### src/fbc_pkg.sv
// Shared constants, types and command/status bundles for the frustum box cull block.
package fbc_pkg;

  localparam int NUM_PLANES  = 6;
  localparam int PLANE_IDX_W = (NUM_PLANES > 1) ? $clog2(NUM_PLANES) : 1;

  localparam int NORM_W  = 18;
  localparam int COORD_W = 32;
  localparam int DIFF_W  = COORD_W + 1;
  localparam int PROD_W  = NORM_W + DIFF_W;
  localparam int FRAC_W  = 16;
  localparam int SUM_W   = PROD_W + 3;
  localparam int CFG_IDX_W = 2;
  localparam int SEL_W   = 3;

  localparam logic ACT_WRITE = 1'b0;
  localparam logic ACT_TEST  = 1'b1;

  localparam logic [CFG_IDX_W-1:0] REG_CAMERA_X = 2'd0;
  localparam logic [CFG_IDX_W-1:0] REG_CAMERA_Y = 2'd1;
  localparam logic [CFG_IDX_W-1:0] REG_CAMERA_Z = 2'd2;

  typedef logic signed [NORM_W-1:0]  norm_t;
  typedef logic signed [COORD_W-1:0] coord_t;
  typedef logic signed [DIFF_W-1:0]  diff_t;
  typedef logic signed [PROD_W-1:0]  prod_t;
  typedef logic signed [SUM_W-1:0]   sum_t;

  typedef struct packed {
    logic                   capture;
    logic                   write_plane;
    logic                   start;
    logic                   issue;
    logic [PLANE_IDX_W-1:0] plane_sel;
    logic                   load_out;
  } fbc_cmd_t;

  typedef struct packed {
    logic pipe_busy;
    logic out_full;
  } fbc_status_t;

endpackage

### src/fbc_ctrl.sv
// Controller: input handshake, plane sequencing, drain and result hand-off.
module fbc_ctrl (
  input  logic                clk,
  input  logic                rst,
  input  logic                in_valid,
  output logic                in_ready,
  input  logic                action,
  input  fbc_pkg::fbc_status_t status,
  output fbc_pkg::fbc_cmd_t    cmd
);
  import fbc_pkg::*;

  typedef enum logic [3:0] {
    ST_IDLE   = 4'b0001,
    ST_ISSUE  = 4'b0010,
    ST_DRAIN  = 4'b0100,
    ST_FINISH = 4'b1000
  } state_t;

  state_t                 state;
  state_t                 state_next;
  logic [PLANE_IDX_W-1:0] plane_cnt;
  logic [PLANE_IDX_W-1:0] plane_cnt_next;
  logic                   accept;
  logic                   last_plane;

  assign in_ready   = (state == ST_IDLE);
  assign accept     = in_valid && in_ready;
  assign last_plane = (plane_cnt == PLANE_IDX_W'(NUM_PLANES - 1));

  always_comb begin
    state_next     = state;
    plane_cnt_next = plane_cnt;
    cmd            = '0;
    cmd.plane_sel  = plane_cnt;
    case (state)
      ST_IDLE: begin
        cmd.capture = accept;
        if (accept) begin
          if (action == ACT_TEST) begin
            cmd.start      = 1'b1;
            plane_cnt_next = '0;
            state_next     = ST_ISSUE;
          end else begin
            cmd.write_plane = 1'b1;
          end
        end
      end
      ST_ISSUE: begin
        cmd.issue = 1'b1;
        if (last_plane) begin
          state_next = ST_DRAIN;
        end else begin
          plane_cnt_next = plane_cnt + 1'b1;
        end
      end
      ST_DRAIN: begin
        if (!status.pipe_busy) begin
          state_next = ST_FINISH;
        end
      end
      ST_FINISH: begin
        if (!status.out_full) begin
          cmd.load_out = 1'b1;
          state_next   = ST_IDLE;
        end
      end
      default: begin
        state_next = ST_IDLE;
      end
    endcase
  end

  always_ff @(posedge clk) begin
    if (rst) begin
      state     <= ST_IDLE;
      plane_cnt <= '0;
    end else begin
      state     <= state_next;
      plane_cnt <= plane_cnt_next;
    end
  end

endmodule

### config.mk
export PLATFORM = sky130hd
export DESIGN_NAME = fbc_ctrl
export DESIGN_NICKNAME = d
export VERILOG_FILES = /design/src/fbc_pkg.sv /design/src/fbc_ctrl.sv
export SDC_FILE = /design/constraint.sdc
export NUM_CORES = 1
export LEC_CHECK = 0
export BUFFER_PORTS_ARGS = -buffer_cell sky130_fd_sc_hd__buf_2
export CELL_PAD_IN_SITES_DETAIL_PLACEMENT = 1
export CELL_PAD_IN_SITES_GLOBAL_PLACEMENT = 1
export CORE_UTILIZATION = 29
export CTS_CLUSTER_DIAMETER = 30
export DETAILED_ROUTE_END_ITERATION = 6
export GPL_TIMING_DRIVEN = 0
export HOLD_SLACK_MARGIN = 0.02
export PLACE_DENSITY = 0.66
export RECOVER_POWER = 100
export SLEW_MARGIN = 20
export SYNTH_ARGS = -nofsm -noshare
export SYNTH_HDL_FRONTEND = slang
export SYNTH_SLANG_ARGS = --single-unit
export TNS_END_PERCENT = 20
### constraint.sdc
create_clock -name clk -period 1.3 [get_ports clk]
set_input_delay 0 -clock clk [delete_from_list [all_inputs] [get_ports clk]]
set_output_delay 0 -clock clk [all_outputs]
set_load 0.01 [all_outputs]
==> metrics.csv <==
stage,metric,value,unit
outcome,outcome,"finished, violations left",
outcome,violations,setup timing,
placed_design,dp_hpwl,700.7,µm
route,routedWlPerCell,11.55,µm
route,wl,959,µm
sta,slew_violations,0,
power,powerDensity,830.5,nW/µm²
final_layout,multiInputGateArea,270.3,µm²
route,via_count,423,
placed_design,gp_congestion,0.7100,
critical_path,cp_cell_sequence,"or4b_4, or3_4, a21oi_2",
clock_tree,clk_pin_slew,60,ps
synth,synth.distinct_cells,26,
die,die_area,1565,µm²
sta,setup_ws,-134.7,ps
route,route.met2.wl,442,µm
run,cap_violations,0,
final_layout,final_nets,77,
min_path,hold_start,in_valid,
route,dr_wl_met3,44,µm
final_layout,drive_gt1_share,42.65,%
power,p_int,376.6,µW
power,pwr-share-clk,40.1,%
die,row_count,13,
critical_path,startpoint_type,flip-flop,
route,maxUsedRoutingLayer,met3,
sta,finalHoldViolCount,0,
sta,setup-violations-final,6,
power,vdd_ir_drop_max,0.0004547,V
sta,post-route-min-period,1435,ps
critical_path,cp.arrival,1630,ps
synth,yosys.area.top_type,dfxtp_1,
sta,skew,8.767,ps
min_path,hold_path_end,plane_cnt[0],
route,drt_iter0_markers,2,
sta,relSlewSlack,80.02,%
critical_path,crit_family,simple AND/OR/NAND/NOR gates,
critical_path,slowest_delay,560,ps
die,die_y,39.56,µm
clock_tree,cts-buffers-inserted,3,
synth,yosysWarnings,0,
final_layout,final_cells,83,
critical_path,worstSetupPathType,reg2reg,
grt,grt_usage,14.47,%
synth,ys_ff_latch,7,
final_layout,final_common_cell,buf_2,
placed_design,placed_cell_area,500.5,µm²
final_layout,design_area,596.8,µm²
clock_tree,cts_sinks,7,
synth,netlist_top_cells_area,"dfxtp_1, ha_1, and2_1, a31o_2, inv_1",
synth,syn_avg_cell_area,8.894,µm²
power,pwr-share-comb,15.3,%
die,initial_core_util,31.44,%
power,switchingPower,119.0,µW
route,drc,0,
final_layout,syn_to_final_growth,45.87,%
min_path,hold_path_class,in2reg,
route,vias_per_cell,5.096,
critical_path,r2r-start,state[0],
power,leakagePower,0.0002597,µW
route,ant_nets,0,
critical_path,endpoint_kind,flip-flop,
critical_path,rr_endpoint,plane_cnt[0],
grt,grt_pass1_wl,1476,µm
synth,synth_nets,54,
synth,syn_area,409.1,µm²
critical_path,cp_slowest_cell,or4b_4,
sta,timing.fmax,0.6970,GHz
clock_tree,cts_tree,built,
min_path,hold_depth,3,
synth,synth_top_area_share,34.25,%
placed_design,dp.cells,75,
power,power_frac_seq,44.7,%
critical_path,crit_buf_inv,0,
grt,grt_overflow,0,
critical_path,rr_worst_depth,3,
sta,rsz0062_at_grt,true,
final_layout,fillers,166,
clock_tree,htreeDepth,1,
final_layout,mostFrequentLayoutCells,"buf_2, inv_1",
route,firstDrtPassIters,2,
grt,antenna_found_initial,0,
critical_path,required,1490,ps
clock_tree,cts_buffer_depth,2,
clock_tree,clock_latency,250,ps
power,switching_share,24.01,%
critical_path,cp_max_fo,6,
sta,min_period_over_period,110.4,%
placed_design,io_buffers,14,
die,ios,15,
die,die_w,39.56,µm
critical_path,r2r_slack,-130,ps
grt,grt_max_degree,9,
synth,syn_inst,46,
synth,ys_seq_area_share,34.25,%
sta,tightest_slew,299.7,ps
final_layout,register_area,150.1,µm²
clock_tree,clockRootBuffer,clkbuf_4,
grt,grt_pass1_vias,347,
final_layout,antenna_cells,0,
die,core,1301,µm²
route,met1_length,472,µm
synthesized netlist by cell type:
| cell type | instances |
|---|---|
| or4b_4 | 1 |
| nand2b_1 | 1 |
| a31o_2 | 2 |
| nor2b_1 | 1 |
| a2bb2oi_1 | 1 |
| inv_1 | 4 |
| and2_1 | 3 |
| dfxtp_1 | 7 |
| nand2_1 | 1 |
| a31oi_1 | 1 |
| nand3_1 | 2 |
| nor2_1 | 3 |
| nor4_1 | 2 |
| ha_1 | 2 |
| inv_2 | 1 |
| or4bb_1 | 1 |
| nor4b_2 | 1 |
| xnor2_1 | 1 |
| nor4b_1 | 1 |
| a22oi_1 | 1 |
| mux2i_1 | 1 |
| o21ai_0 | 2 |
| a21oi_1 | 2 |
| a32oi_1 | 1 |
| or3_1 | 2 |
| nor3b_1 | 1 |
power by group through the flow:
stage | registers (µW) | clock network [µW] | logic (µW)
after floorplan | 227 | 0 | 28.9
after global placement | 228 | 0 | 54.0
after detailed placement | 229 | 0 | 54.2
after CTS | 223 | 212 | 64.7
after global routing | 222 | 227 | 83.0
final | 221 | 199 | 75.6
worst register-to-register path: stages, from the launching register on:
cell and delay (ps):
dfxtp_2 350, or4b_4 560, or3_4 340, a21oi_2 120
flip-flops by register name (all words and copies together), names as in the netlist:
register / cells
state: 4
plane_cnt: 3
worst max-delay path by stage:
| stage | startpoint | to | slack (ps) | depth (start not counted) |
|---|---|---|---|---|
| finish | state[0] | plane_cnt[0] | -130 | 3 |
| global route | state[0] | plane_cnt[0] | -190 | 3 |
| CTS | state[0] | plane_cnt[1] | -150 | 3 |
| detailed placement | state[0] | plane_cnt[1] | -130 | 3 |
| global placement | state[0] | plane_cnt[0] | -130 | 3 |
| floorplan | state[3] | plane_cnt[0] | -60 | 3 |
routing by layer:
metal / global-route usage (%) / up-vias
met5: 0 / -
met4: 5.172 / 0
met3: 6.818 / 0
met2: 21.72 / 9
met1: 17.69 / 199
li1: - / 215
repair_timing:
action	CTS	global route
pin swaps	1	3
hold buffers	2	0
resized for setup	4	6
setup buffers	1	1
endpoints found under the hold margin	3	0
endpoints found under the setup margin	9	10
cells by family (layout without fill, tap and decap cells):
logic type               count (synthesis)  in the layout  share of synthesized area [%]
XOR/XNOR                                 1              1                          2.141
AO/OA/AOI/OAI                           10             10                          16.82
flip-flops                               7              7                          34.25
adder cells (fa/ha/maj)                  2              2                          6.115
buffers and inverters                    5             27                          4.585
AND/OR/NAND/NOR                         20             20                          33.64
multiplexers                             1              1                          2.447
layout make-up:
class | count | area share (%)
Tap cell | 15 | 3.145
Inverter | 5 | 3.145
Sequential cell | 7 | 25.16
Multi-Input combinational cell | 34 | 45.28
Clock buffer | 4 | 4.403
Timing Repair Buffer | 18 | 18.87
stage by stage:
step / utilization [%] / setup TNS [ps] / hold WS, ps / total power [µW] / setup WS [ps]
after floorplan: - / -140.5 / 46.41 / 255.8 / -55.77
after global placement: 38.46 / -263.4 / 269.1 / 282.3 / -126.7
after detailed placement: 38.46 / -300.2 / 278.8 / 282.8 / -133.8
after CTS: 43.65 / -519.0 / 89.56 / 499.9 / -152.3
after global routing: 45.87 / -1003 / 122.1 / 532.1 / -194.3
final: 45.87 / -442.9 / 103.7 / 495.7 / -134.7
No activity file was read; power rests on OpenSTA's default activity.
